`config.mk`:
```
export PLATFORM = sky130hd
export DESIGN_NAME = sia_mul
export DESIGN_NICKNAME = d
export VERILOG_FILES = /design/src/sia_pkg.sv /design/src/sia_mul.sv
export SDC_FILE = /design/constraint.sdc
export NUM_CORES = 1
export LEC_CHECK = 0
export BUFFER_PORTS_ARGS = -buffer_cell sky130_fd_sc_hd__buf_2
export CORE_ASPECT_RATIO = 0.7
export CORE_MARGIN = 5
export CORE_UTILIZATION = 30
export DETAILED_ROUTE_END_ITERATION = 7
export HOLD_SLACK_MARGIN = 0.12
export PLACE_DENSITY = 0.52
export REMOVE_ABC_BUFFERS = 1
export SLEW_MARGIN = 25
export SYNTH_ARGS = -nofsm -noshare
export SYNTH_HDL_FRONTEND = slang
export SYNTH_SLANG_ARGS = --single-unit
export TNS_END_PERCENT = 1
```
`constraint.sdc`:
```
create_clock -name clk -period 12.7 [get_ports clk]
set_input_delay 1.905 -clock clk [delete_from_list [all_inputs] [get_ports clk]]
set_output_delay 1.905 -clock clk [all_outputs]
set_load 0.02 [all_outputs]
```
`src/sia_pkg.sv`:
```
`default_nettype none
package sia_pkg;
	localparam int DataWidth = 32;
	localparam int KindWidth = 3;
	localparam int StatusWidth = 2;

	localparam logic [KindWidth-1:0] OP_ADD = 3'd0;
	localparam logic [KindWidth-1:0] OP_SUB = 3'd1;
	localparam logic [KindWidth-1:0] OP_MUL = 3'd2;
	localparam logic [KindWidth-1:0] OP_DIV = 3'd3;
	localparam logic [KindWidth-1:0] OP_REM = 3'd4;

	localparam logic [StatusWidth-1:0] ST_OK = 2'd0;
	localparam logic [StatusWidth-1:0] ST_DIV_ZERO = 2'd1;
	localparam logic [StatusWidth-1:0] ST_MOD_ZERO = 2'd2;
	localparam logic [StatusWidth-1:0] ST_INVALID = 2'd3;

	// Control that travels with an item down the pipe.
	typedef struct packed {
		logic [KindWidth-1:0] kind;
		logic neg_q;     // quotient negative
		logic neg_r;     // remainder negative
		logic b_zero;
	} sia_ctl_t;
endpackage
`default_nettype wire

```
`src/sia_mul.sv`:
```
`default_nettype none
// Low half multiply, split into three half-width products over two stages.
module sia_mul #(
	parameter int DATA_WIDTH = sia_pkg::DataWidth
) (
	input wire logic clk,
	input wire logic en_s1,
	input wire logic en_s2,
	input wire logic [DATA_WIDTH-1:0] a,
	input wire logic [DATA_WIDTH-1:0] b,
	output logic [DATA_WIDTH-1:0] prod
);
	import sia_pkg::*;
	localparam int H = DATA_WIDTH / 2;
	localparam int L = DATA_WIDTH - H;

	logic [2*L-1:0] ll_s1;
	logic [DATA_WIDTH-1:0] lh_s1, hl_s1;

	always_ff @(posedge clk) begin
		if (en_s1) begin
			ll_s1 <= {{L{1'b0}}, a[L-1:0]} * {{L{1'b0}}, b[L-1:0]};
			lh_s1 <= DATA_WIDTH'({{H{1'b0}}, a[L-1:0]} * {{L{1'b0}}, b[DATA_WIDTH-1:L]});
			hl_s1 <= DATA_WIDTH'({{L{1'b0}}, a[DATA_WIDTH-1:L]} * {{H{1'b0}}, b[L-1:0]});
		end
		if (en_s2)
			prod <= DATA_WIDTH'(ll_s1) + ((lh_s1 + hl_s1) << L);
	end
endmodule
`default_nettype wire

```
==> Word-level counts from Yosys, hierarchy flattened <==
Cells that the tools add are included.
{ "classes": {"n_mul": 3, "addsub": 2} }
{ "ops": {"columns": ["operator", "n"], "rows": [
  ["$add A32 B32 Y32", 1],
  ["$mul A16 B16 Y16", 2],
  ["$mul A16 B16 Y32", 1],
  ["$add A16 B16 Y16", 1]
]} }
{ "word_totals": {"register_bits": 96, "word_cells": 9} }

==> Longest topological paths before layout <==
{ "logic_depth": {"depth_word": 2, "mapped_depth": 23, "depth_no_buf": 21} }

==> Worst setup path before layout <==
OpenSTA, ideal clock, no wires.
{ "synth_path": {"kind": "input port to flip-flop", "from": "input port a[12]", "to": "register ll_s1[25] (data pin)", "setup_time_ns": 0.180, "path_stages": 21, "path_buffers": 2, "t_arrival_ns": 7.630, "slack_ns": 4.890, "path_cell_list": "clkbuf_1 -> clkbuf_1 -> nand2_1 -> fa_1 -> fa_1 -> fa_1 -> inv_1 -> fa_1 -> fa_1 -> inv_1 -> fa_1 -> inv_1 -> ha_1 -> a21oi_1 -> o21ai_0 -> a2111oi_1 -> o2bb2ai_1 -> o21a_1 -> o21a_1 -> or4_1 -> o311ai_1"} }
{ "synth_via": {"elab_chain_len": 1} }
{ "synth_lines": {"columns": ["item", "line", "source"], "rows": [
  ["start, declared", "sia_mul.sv:9", "input wire logic [DATA_WIDTH-1:0] a,"],
  ["$mul A16 B16 Y32", "sia_mul.sv:22", "ll_s1 <= {{L{1'b0}}, a[L-1:0]} * {{L{1'b0}}, b[L-1:0]};"],
  ["end signal, assigned", "sia_mul.sv:22", null],
  ["end, declared", "sia_mul.sv:17", "logic [2*L-1:0] ll_s1;"]
]} }
No other way between the ends.
A chain may end at the register's enable or synchronous reset.

==> Worst setup path in the final report <==
{ "layout_path": {"from": "input port b[1]", "to": "register ll_s1[31] (data pin)"} }
{ "layout_via": {"elab_chain_len": 1} }
{ "layout_lines": {"columns": ["item", "line", "source"], "rows": [
  ["start, declared", "sia_mul.sv:10", "input wire logic [DATA_WIDTH-1:0] b,"],
  ["$mul A16 B16 Y32", "sia_mul.sv:22", null]
]} }
No other way between the ends.

==> impl_metrics.env <==
export IMPL_syn_to_final_growth_pct=7.74
export IMPL_grt_pass1_vias=15900
export IMPL_h_tree_depth=3
export IMPL_cts_hold_buffers=0
export IMPL_regArea_sq_um=2880
export IMPL_clockRootBuffer="clkbuf_16"
export IMPL_holdWs_ns=0.418
export IMPL_drc=0
export IMPL_grt_overflow=0
export IMPL_post_cts_resized=0
export IMPL_via_count=14700
export IMPL_min_path_type="reg -> reg"
export IMPL_drive_gt1_share_pct=5.73
export IMPL_cp_end_kind="register"
export IMPL_ys_flop_type="edfxtp_1"
export IMPL_r2r_start="lh_s1[0]$_DFFE_PP_"
export IMPL_finish_net_count=2885
export IMPL_antenna_found_initial=2
export IMPL_synth_seq_area_share_pct=14.1
export IMPL_synthArstFlopShare_pct=0
export IMPL_fin_crit_sh_pct=63.8
export IMPL_tightest_slew_ns=0.945
export IMPL_num_io_pins=99
export IMPL_start_kind="input pin"
export IMPL_multi_input_area_sq_um=15500
export IMPL_cp_max_fo=31
export IMPL_clock_fmax_mhz=123
export IMPL_utilization_pct=32.5
export IMPL_startpoint="b[1]"
export IMPL_setup_viol=0
export IMPL_clock_path_buffers=2
export IMPL_slew_headroom_pct=37.0
export IMPL_grtUsageTotal_pct=15.1
export IMPL_ys_warn_count=0
export IMPL_status="finished clean"
export IMPL_synth_edff_count=96
export IMPL_slew_viol_final=0
export IMPL_clk_pin_slew_ns=0.07
export IMPL_die_h_um=229
export IMPL_drt_first_iter_violations=905
export IMPL_dieArea_sq_um=73700
export IMPL_postCtsSetupBuffers=0
export IMPL_final_common_cell="inv_1"
export IMPL_start_util_pct=30.2
export IMPL_n_fill_cell=7045
export IMPL_cts_sinks=96
export IMPL_ant_nets=0
export IMPL_hold_viol=0
export IMPL_rsz0062_at_grt="no"
export IMPL_synth_cells=2206
export IMPL_critPathKind="in -> reg"
export IMPL_avgSynthCellArea_sq_um=9.29
export IMPL_setup_tns_ns=0
export IMPL_coreArea_sq_um=67900
export IMPL_clk_latency_ns=0.37
export IMPL_die_w_um=322
export IMPL_cp_required_ns=12.80
export IMPL_first_pass_iters=5
export IMPL_cts_buffers=9
export IMPL_wirelength_um=54800
export IMPL_dpl_hpwl_um=43500
export IMPL_drv_cap=0
export IMPL_via_per_inst=4.68
export IMPL_post_drt_wl_per_cell_um=17.5
export IMPL_worst_endpoint_arrival_ns=8.21
export IMPL_hp_start="ll_s1[11]$_DFFE_PP_"
export IMPL_ys_seq_elements=96
export IMPL_synth_cell_types=54
export IMPL_grt_pass1_wl_um=88100
export IMPL_fin_skew_ns=0.0123
export IMPL_gp_congestion=0.843
export IMPL_post_route_min_period_ns=8.10
export IMPL_syn_cell_area_sq_um=20500
export IMPL_io_buffer_count=98
export IMPL_final_cell_mix="inv_1 (480), fa_1 (356), nand2_1 (335)"
export IMPL_tritoncts="built"
export IMPL_rows=80
export IMPL_grt_max_degree=65
metal layers:
| layer | up-vias | GRT usage (%) | routed length [um] |
|---|---|---|---|
| met5 | - | 0 | 0 |
| met4 | 0 | 3.08 | 1060 |
| met3 | 63 | 2.24 | 2710 |
| met2 | 340 | 23.9 | 24800 |
| met1 | 7538 | 22.1 | 26200 |
| li1 | 6756 | - | - |
metrics by stage:
step | setup slack [ns] | instances | instance area [sq um]
2_1_floorplan | 5.32 | 2118 | 20200
3_3_place_gp | 4.31 | 3121 | 21800
3_5_place_dp | 4.21 | 3121 | 21800
4_1_cts | 4.59 | 3136 | 22100
5_1_grt | 4.12 | 3137 | 22100
6_report | 4.60 | 3138 | 22100
sequential cells by signal, summed over array words and instances (netlist names):
name	cells
lh_s1	16
prod	32
hl_s1	16
ll_s1	32
worst paths after layout:
path / endpoint / slack, ns / cells past startpoint
setup / recovery: ll_s1[31]$_DFFE_PP_ / 4.60 / 20
hold / removal: prod[11]$_DFFE_PP_ / 0.42 / 0
hold reg to reg: prod[11]$_DFFE_PP_ / 0.42 / 0
setup reg to reg: prod[31]$_DFFE_PP_ / 8.30 / 17
Yosys cell counts, types with 2 or more instances:
| cell type | n | area [sq um] |
|---|---|---|
| o31ai_1 | 2 | 15.0 |
| or4_1 | 3 | 22.5 |
| a311oi_1 | 6 | 52.6 |
| a22o_1 | 2 | 17.5 |
| xnor2_1 | 95 | 832 |
| o41ai_1 | 3 | 26.3 |
| ha_1 | 232 | 2900 |
| nand3_1 | 12 | 60.1 |
| a2111oi_0 | 6 | 52.6 |
| and3_1 | 8 | 50.1 |
| clkbuf_1 | 88 | 330 |
| o311ai_0 | 2 | 17.5 |
| a211o_1 | 3 | 26.3 |
| nor3_1 | 16 | 80.1 |
| nand2_1 | 335 | 1260 |
| o311ai_1 | 2 | 17.5 |
| edfxtp_1 | 96 | 2880 |
| xor2_1 | 31 | 272 |
| a21o_1 | 17 | 128 |
| or2_2 | 3 | 18.8 |
| o21bai_1 | 11 | 82.6 |
| fa_1 | 356 | 7130 |
| o211ai_1 | 3 | 22.5 |
| o21ai_2 | 2 | 17.5 |
| nand2b_1 | 4 | 25.0 |
| o21a_1 | 10 | 75.1 |
| inv_1 | 480 | 1800 |
| a21oi_1 | 51 | 255 |
| a31oi_1 | 2 | 12.5 |
| nor2b_1 | 13 | 81.3 |
| o21ai_0 | 19 | 95.1 |
| and2_1 | 215 | 1350 |
| a211oi_1 | 4 | 30.0 |
| nor2_1 | 44 | 165 |
| a41oi_1 | 2 | 17.5 |
| or3_1 | 9 | 56.3 |
| a21oi_2 | 2 | 17.5 |
critical path, cell delays in order:
cell       delay [ns]
buf_2            0.55
nand2_1          0.18
fa_1             0.56
fa_1             0.58
fa_1             0.44
fa_1             0.56
inv_1            0.05
fa_1             0.47
inv_1            0.05
fa_1             0.47
inv_1            0.04
ha_1             0.32
a21oi_1          0.15
o21ai_0          0.17
a2111oi_1        0.58
o2bb2ai_1        0.26
nor2_1           0.18
o211ai_1         0.17
a2111oi_0        0.41
nor3b_1          0.10
logic make-up after synthesis:
kind of cell               Yosys count  share of synthesized area [%]
AOI/OAI and AO/OA                  158                           5.36
buffers and inverters              568                           10.4
adders and majority gates          588                           49.0
DFF                                 96                           14.1
xor gates and xnor gates           127                           5.50
and+or+nand+nor                    669                           15.7
area by class of cell:
| class | instances | area share (%) |
|---|---|---|
| inverters | 480 | 8.16 |
| flip-flops and latches | 96 | 13.1 |
| well taps | 902 | 5.11 |
| clock buffers | 10 | 1.04 |
| repair buffers | 101 | 2.32 |
| clock inverters | 5 | 0.187 |
| multi-input cells | 1542 | 70.1 |
| diodes | 2 | 0.0227 |
Power is left out: the tool's default activity adds up to more than one toggle a clock period on the data nets, which glitch-free logic cannot reach.
