===== config.mk =====
export PLATFORM = sky130hd
export DESIGN_NAME = sia_div
export DESIGN_NICKNAME = d
export VERILOG_FILES = /design/src/sia_pkg.sv /design/src/sia_div.sv
export SDC_FILE = /design/constraint.sdc
export NUM_CORES = 2
export LEC_CHECK = 0
export ABC_AREA = 0
export BUFFER_PORTS_ARGS = -buffer_cell sky130_fd_sc_hd__buf_4
export CAP_MARGIN = 20
export CELL_PAD_IN_SITES_DETAIL_PLACEMENT = 0
export CELL_PAD_IN_SITES_GLOBAL_PLACEMENT = 1
export CORE_MARGIN = 3
export CORE_UTILIZATION = 46
export DETAILED_ROUTE_END_ITERATION = 12
export PLACE_DENSITY_LB_ADDON = 0.25
export SLEW_MARGIN = 30
export SYNTH_ARGS = -nofsm -noshare
export SYNTH_HDL_FRONTEND = slang
export SYNTH_SLANG_ARGS = --single-unit

===== constraint.sdc =====
create_clock -name clk -period 6.34 [get_ports clk]
set_clock_uncertainty 0.15 [all_clocks]
set_input_delay 0.634 -clock clk [delete_from_list [all_inputs] [get_ports clk]]
set_output_delay 0.634 -clock clk [all_outputs]
set_load 0.05 [all_outputs]

===== src/sia_pkg.sv =====
`default_nettype none
package sia_pkg;
	localparam int DataWidth = 32;
	localparam int KindWidth = 3;
	localparam int StatusWidth = 2;

	localparam logic [KindWidth-1:0] OP_ADD = 3'd0;
	localparam logic [KindWidth-1:0] OP_SUB = 3'd1;
	localparam logic [KindWidth-1:0] OP_MUL = 3'd2;
	localparam logic [KindWidth-1:0] OP_DIV = 3'd3;
	localparam logic [KindWidth-1:0] OP_REM = 3'd4;

	localparam logic [StatusWidth-1:0] ST_OK = 2'd0;
	localparam logic [StatusWidth-1:0] ST_DIV_ZERO = 2'd1;
	localparam logic [StatusWidth-1:0] ST_MOD_ZERO = 2'd2;
	localparam logic [StatusWidth-1:0] ST_INVALID = 2'd3;

	// Control that travels with an item down the pipe.
	typedef struct packed {
		logic [KindWidth-1:0] kind;
		logic neg_q;     // quotient negative
		logic neg_r;     // remainder negative
		logic b_zero;
	} sia_ctl_t;
endpackage
`default_nettype wire


===== src/sia_div.sv =====
`default_nettype none
// Unsigned restoring divider, one quotient bit per stage.
module sia_div #(
	parameter int DATA_WIDTH = sia_pkg::DataWidth
) (
	input wire logic clk,
	input wire logic arst_n,
	input wire logic adv,
	input wire logic in_valid,
	input wire logic [DATA_WIDTH-1:0] num,
	input wire logic [DATA_WIDTH-1:0] den,
	input wire sia_pkg::sia_ctl_t in_ctl,
	output logic out_valid,
	output logic [DATA_WIDTH-1:0] quo,
	output logic [DATA_WIDTH-1:0] rem,
	output sia_pkg::sia_ctl_t out_ctl
);
	import sia_pkg::*;

	logic [DATA_WIDTH-1:0] n_s [DATA_WIDTH+1];
	logic [DATA_WIDTH-1:0] r_s [DATA_WIDTH+1];
	logic [DATA_WIDTH-1:0] d_s [DATA_WIDTH+1];
	sia_ctl_t c_s [DATA_WIDTH+1];
	logic [DATA_WIDTH:0] v_s;

	assign n_s[0] = num;
	assign r_s[0] = '0;
	assign d_s[0] = den;
	assign c_s[0] = in_ctl;
	assign v_s[0] = in_valid;

	for (genvar i = 0; i < DATA_WIDTH; i++) begin : g_stage
		logic [DATA_WIDTH:0] trial;
		logic [DATA_WIDTH:0] diff;
		assign trial = {r_s[i], n_s[i][DATA_WIDTH-1]};
		assign diff = trial - {1'b0, d_s[i]};
		always_ff @(posedge clk or negedge arst_n) begin
			if (!arst_n) v_s[i+1] <= 1'b0;
			else if (adv) v_s[i+1] <= v_s[i];
		end
		always_ff @(posedge clk) begin
			if (adv) begin
				d_s[i+1] <= d_s[i];
				c_s[i+1] <= c_s[i];
				if (diff[DATA_WIDTH]) begin
					r_s[i+1] <= trial[DATA_WIDTH-1:0];
					n_s[i+1] <= {n_s[i][DATA_WIDTH-2:0], 1'b0};
				end else begin
					r_s[i+1] <= diff[DATA_WIDTH-1:0];
					n_s[i+1] <= {n_s[i][DATA_WIDTH-2:0], 1'b1};
				end
			end
		end
	end

	assign out_valid = v_s[DATA_WIDTH];
	assign quo = n_s[DATA_WIDTH];
	assign rem = r_s[DATA_WIDTH];
	assign out_ctl = c_s[DATA_WIDTH];
endmodule
`default_nettype wire


; ---- Yosys cells after proc, flatten, opt, wreduce, memory -nomap -nowiden
; Cells that the tools add are included.
; Widths: inputs -> output; s select.
[totals]
regBits = 3264
latch_bits = 0
ramBits = 0
romBits = 0
in_bits = 74
output_inout_bits = 71
wordCells = 352
memories = 0
[op_classes]
addsub = 32
multipliers = 0
div_mod_pow = 0
n_lt_le_gt_ge = 0
n_eq_ne = 0
shift = 0
mux = 64
bitwise = 0
reduce_logical = 0
[op_table]
columns = op, n
row1 = $sub 33x32->33, 31
row2 = $mux 32, 31
row3 = $mux 1, 33
row4 = $sub 1x32->33, 1

; ---- Depth between registers and ports, before layout
[depth]
depth_word = 2
depth_mapped = 16
ltp_nobuf = 15

; ---- Worst setup path before layout
; No wires, ideal clock.
[synth_path]
kind = register to register
start = register d_s[384] (netlist bit)
end = register r_s (netlist bit g_stage[21].trial[25]), data pin
setup_ps = 260
arrival_ps = 3761
required_time_ps = 5930
setup_slack_ps = 2170
stages_incl_launch_ff = 15
path_buffers = 1
synth_period_minus_slack_ps = 4170
path_cell_list = edfxtp_1 ha_1 fa_1 nand2b_1 a21oi_1 a211oi_2 o31ai_2 a31oi_1 o31ai_1 a41oi_2 o41ai_1 a21oi_1 xor2_1 buf_2 mux2_2
[synth_via]
elab_chain_cells = 2
[synth_lines]
columns = item, line_no
row1 = "start, declared", sia_div.sv:22  ; logic [DATA_WIDTH-1:0] d_s [DATA_WIDTH+1];
row2 = "start signal, assigned by index", sia_div.sv:43  ; d_s[i+1] <= d_s[i];
row3 = $sub 33x32->33, sia_div.sv:36  ; assign diff = trial - {1'b0, d_s[i]};
row4 = $mux 32, sia_div.sv:45  ; if (diff[DATA_WIDTH]) begin
row5 = "end signal, assigned by index", sia_div.sv:46  ; r_s[i+1] <= trial[DATA_WIDTH-1:0];
row6 = "end signal, assigned by index", sia_div.sv:49  ; r_s[i+1] <= diff[DATA_WIDTH-1:0];
row7 = "end, declared", sia_div.sv:21  ; logic [DATA_WIDTH-1:0] r_s [DATA_WIDTH+1];
; No other way between the ends.
; A chain may end at the register's enable or synchronous reset.

; ---- Final worst setup path
[layout_path]
start = register d_s[736] (netlist bit)
end = register r_s (netlist bit g_stage[10].trial[5]), data pin
; The elaborated chain is that of the path after synthesis.

==> flow_summary.ini <==
[synthesis]
ys_ff_latch = 3264
avgSynthCellArea_um2 = 13.1
yosysTopAreaCell = edfxtp_1
syn_area_mm2 = 0.161
yosysSeqAreaShare = 0.607
synth-simple-area-share = 0.0638
synth_top_family_by_area = compound AO/OA/AOI/OAI gates
synthTopCellsByArea = edfxtp_1 60%, ha_1 7.7%, mux2_2 5.0%
synthAdderAreaFrac = 0.0810
synth-main-ff-cell = edfxtp_1
synth_mux_area_frac = 0.0546
synth_edf_count = 3232
synth_compound_area_frac = 0.111
synthArstFlopShare = 0.00980
synth_xor_area_frac = 0.0460
netlist_instances = 12300
ys_warn_count = 0
synth.distinct_cells = 97
synth_top_area_frac = 0.602

[cells_and_area]
layout.nets = 13800
layout-drive-gt1-share = 0.122
final_common_cell = edfxtp_1
utilization = 0.520
area_delta_synth_final_pct = 12.0
final_cell_area_mm2 = 0.181
final_cell_mix = 3,232 x edfxtp_1, 1,241 x inv_1, 994 x ha_1, 780 x a21oi_1, 711 x mux2_2

[hold_path]
hold_depth = 1
worstHoldPathType = in2reg
hold_end = c_s[184]
min_from = adv

[power_and_ir_drop]
ir_drop_mv = 0.279
intPower_mw = 62.5
p_seq_frac = 0.357
p_total_mw = 96.0
switching_share = 0.348
p_per_area_mw_per_mm2 = 532
leakagePower_nw = 72.2
clkPwrFrac = 0.216
combPwrFrac = 0.427
p_sw_mw = 33.5

[setup_path]
critical_path_arrival_ns = 5.60
worstPathRequired_ns = 6.86
reg2regPathDepth = 14
cp_max_fo = 33
worstReg2RegEnd = g_stage[10].trial[5]
cp.buffers_inverters = 1
r2r_slack_ns = 1.25
reg2reg_from = d_s[736]
crit_type = reg2reg
max_stage_delay_ns = 0.72
slowest_stage = o31ai_1
crit_family = compound AO/OA/AOI/OAI gates
cpMostUsedCell = a21o_1
cp-end-kind = flop
crit_path_cell_trace = ha_1 > fa_1 > nand2b_1 > a21o_1 > a211o_1 > a21o_1 > a31oi_1 > nor2_1 > o31ai_1 > a21o_1 > a21oi_1 > xor2_4 > buf_4 > mux2_2
critPathLaunchType = flop

[floorplanning]
die_w_um = 598
die_area_mm2 = 0.358
die-height_um = 598
rows = 216
initial_utilization = 0.464
pin_count = 145
core_area_mm2 = 0.348

[sta]
fin_ws_ns = 1.25
hold_violations = 0
fin_setup_tns_ns = 0
setup_violations = 0
max_clock_freq_mhz = 197
period_minus_slack_ns = 5.09
rsz0062_at_grt = no
fin_crit_sh = 0.802
tightest_slew_ns = 1.05
drv_slew = 0
slew_headroom = 0.301

[placed_design]
gp_congestion = 0.885
dpl-instance-area_mm2 = 0.168
hpwl_um = 232000
portBuffers = 144
post-place-ws_ns = 1.27

[global_routing]
grtUsageTotal = 0.178
grt-ovfl-total = 0
grt_antenna_before_repair = 6
grt_pass1_vias = 95000
grt_max_degree = 163
grt_pass1_wl_um = 519000

[detailed_routing]
top_layer = met4
avgRoutedWirePerCell_um = 18.3
final_antenna_net_count = 0
wl_met2_um = 154000
viasPerCell = 5.39
route.met3.wl_um = 11800
vias = 94900
drc = 0
drt-met1-wl_um = 148000
wirelength_um = 323000
drtIter0Drc = 6742
first_pass_iters = 6

[cts]
numClockSinks = 3264
htree_levels = 5
cts-buffers-inserted = 360
cts_buffer_depth = 4
clk_root_buffer_cell = clkbuf_16
clkSlewWorstSetupHoldPaths_ns = 0.06
cts_tree = built
cts-resized-gates = 0
clock_latency_ns = 0.95

[run]
cap_violations = 0

[status]
status = complete, no violations
## worst max-delay path by stage
stage	start	end	slack, ns	cells after the start
3_3_place_gp	d_s[608]	g_stage[14].trial[4]	1.33	13
6_report	d_s[736]	g_stage[10].trial[5]	1.25	14
4_1_cts	d_s[672]	g_stage[12].trial[18]	1.25	14
2_1_floorplan	d_s[384]	g_stage[21].trial[25]	2.17	14
3_5_place_dp	d_s[672]	g_stage[12].trial[9]	1.27	14
5_1_grt	d_s[672]	g_stage[12].trial[18]	0.98	14
## per-stage QoR
step                      std cells  hold WS, ns
after floorplan               12300        0.188
after global placement        16900        0.250
after detailed placement      16900        0.255
after CTS                     17600       0.0445
after global routing          17600       0.0652
final                         17600       0.0876
## worst reg2reg max path: stages, from the launching register on
cell,delay [ns]
edfxtp_1,0.51
ha_1,0.29
fa_1,0.40
nand2b_1,0.19
a21o_1,0.19
a211o_1,0.33
a21o_1,0.22
a31oi_1,0.33
nor2_1,0.12
o31ai_1,0.72
a21o_1,0.22
a21oi_1,0.13
xor2_4,0.14
buf_4,0.42
mux2_2,0.48
## cells by family after synthesis
| kind of cell | count (synthesis) |
|---|---|
| AND/OR/NAND/NOR | 2112 |
| adder cells (fa/ha/maj) | 1025 |
| multiplexers | 790 |
| XOR/XNOR | 845 |
| AO/OA/AOI/OAI | 2774 |
| flip-flops | 3264 |
| other | 1 |
| buffers and inverters | 1516 |
## cell usage after synthesis, types with 50 or more instances
library cell	n
xnor2_1	538
xor2_1	306
a31oi_1	102
mux2_2	711
a21oi_1	780
buf_4	55
o31ai_1	93
and2_1	60
nand3_1	167
o21a_1	108
buf_2	55
nand4_1	94
o21bai_1	87
o21ai_0	588
o211ai_1	50
nor2b_1	109
o21ai_1	50
clkbuf_1	154
ha_1	994
and3_1	102
edfxtp_1	3232
nor2_1	442
nand2b_1	161
nand2_1	695
nor3_1	94
mux2i_1	72
inv_1	1241
a211oi_1	74
a21o_1	464
## power groups by stage
stage                     Sequential [mW]  Clock [mW]  Combinational [mW]
after floorplan                      33.3           0                32.3
after global placement               34.9           0                39.8
after detailed placement             34.8           0                40.6
after CTS                            34.4        21.4                41.0
after global routing                 34.8        22.3                45.9
final                                34.2        20.7                41.0
## routing by layer
metal | up-vias | GRT usage
met2 | 1786 | 0.296
met3 | 569 | 0.0196
met4 | 0 | 0.0538
met1 | 45900 | 0.246
met5 | - | 0
li1 | 46600 | -
## final cells by class
type	count	area, µm²
sequential	3264	97900
tap	4578	5730
multi-input combinational	7561	57800
clock inverter	243	2420
inverter	1244	4670
fill	29200	167000
antenna	4	10.0
clock buffer	412	9290
timing repair buffer	311	2840
## timing repair
item | 4_1_cts | 5_1_grt
buffers inserted | 0 | 0
hold endpoints to repair | 118 | 0
hold buffers | 74 | 0
## state kept, by name, indices dropped and copies added, names as in the netlist
name and flops:
rem 32, quo 32, v_s 31, d_s 992
out_valid 1, g_stage.trial 1023, out_ctl 6, n_s 961
c_s 186
(Power assumes the default switching activity.)
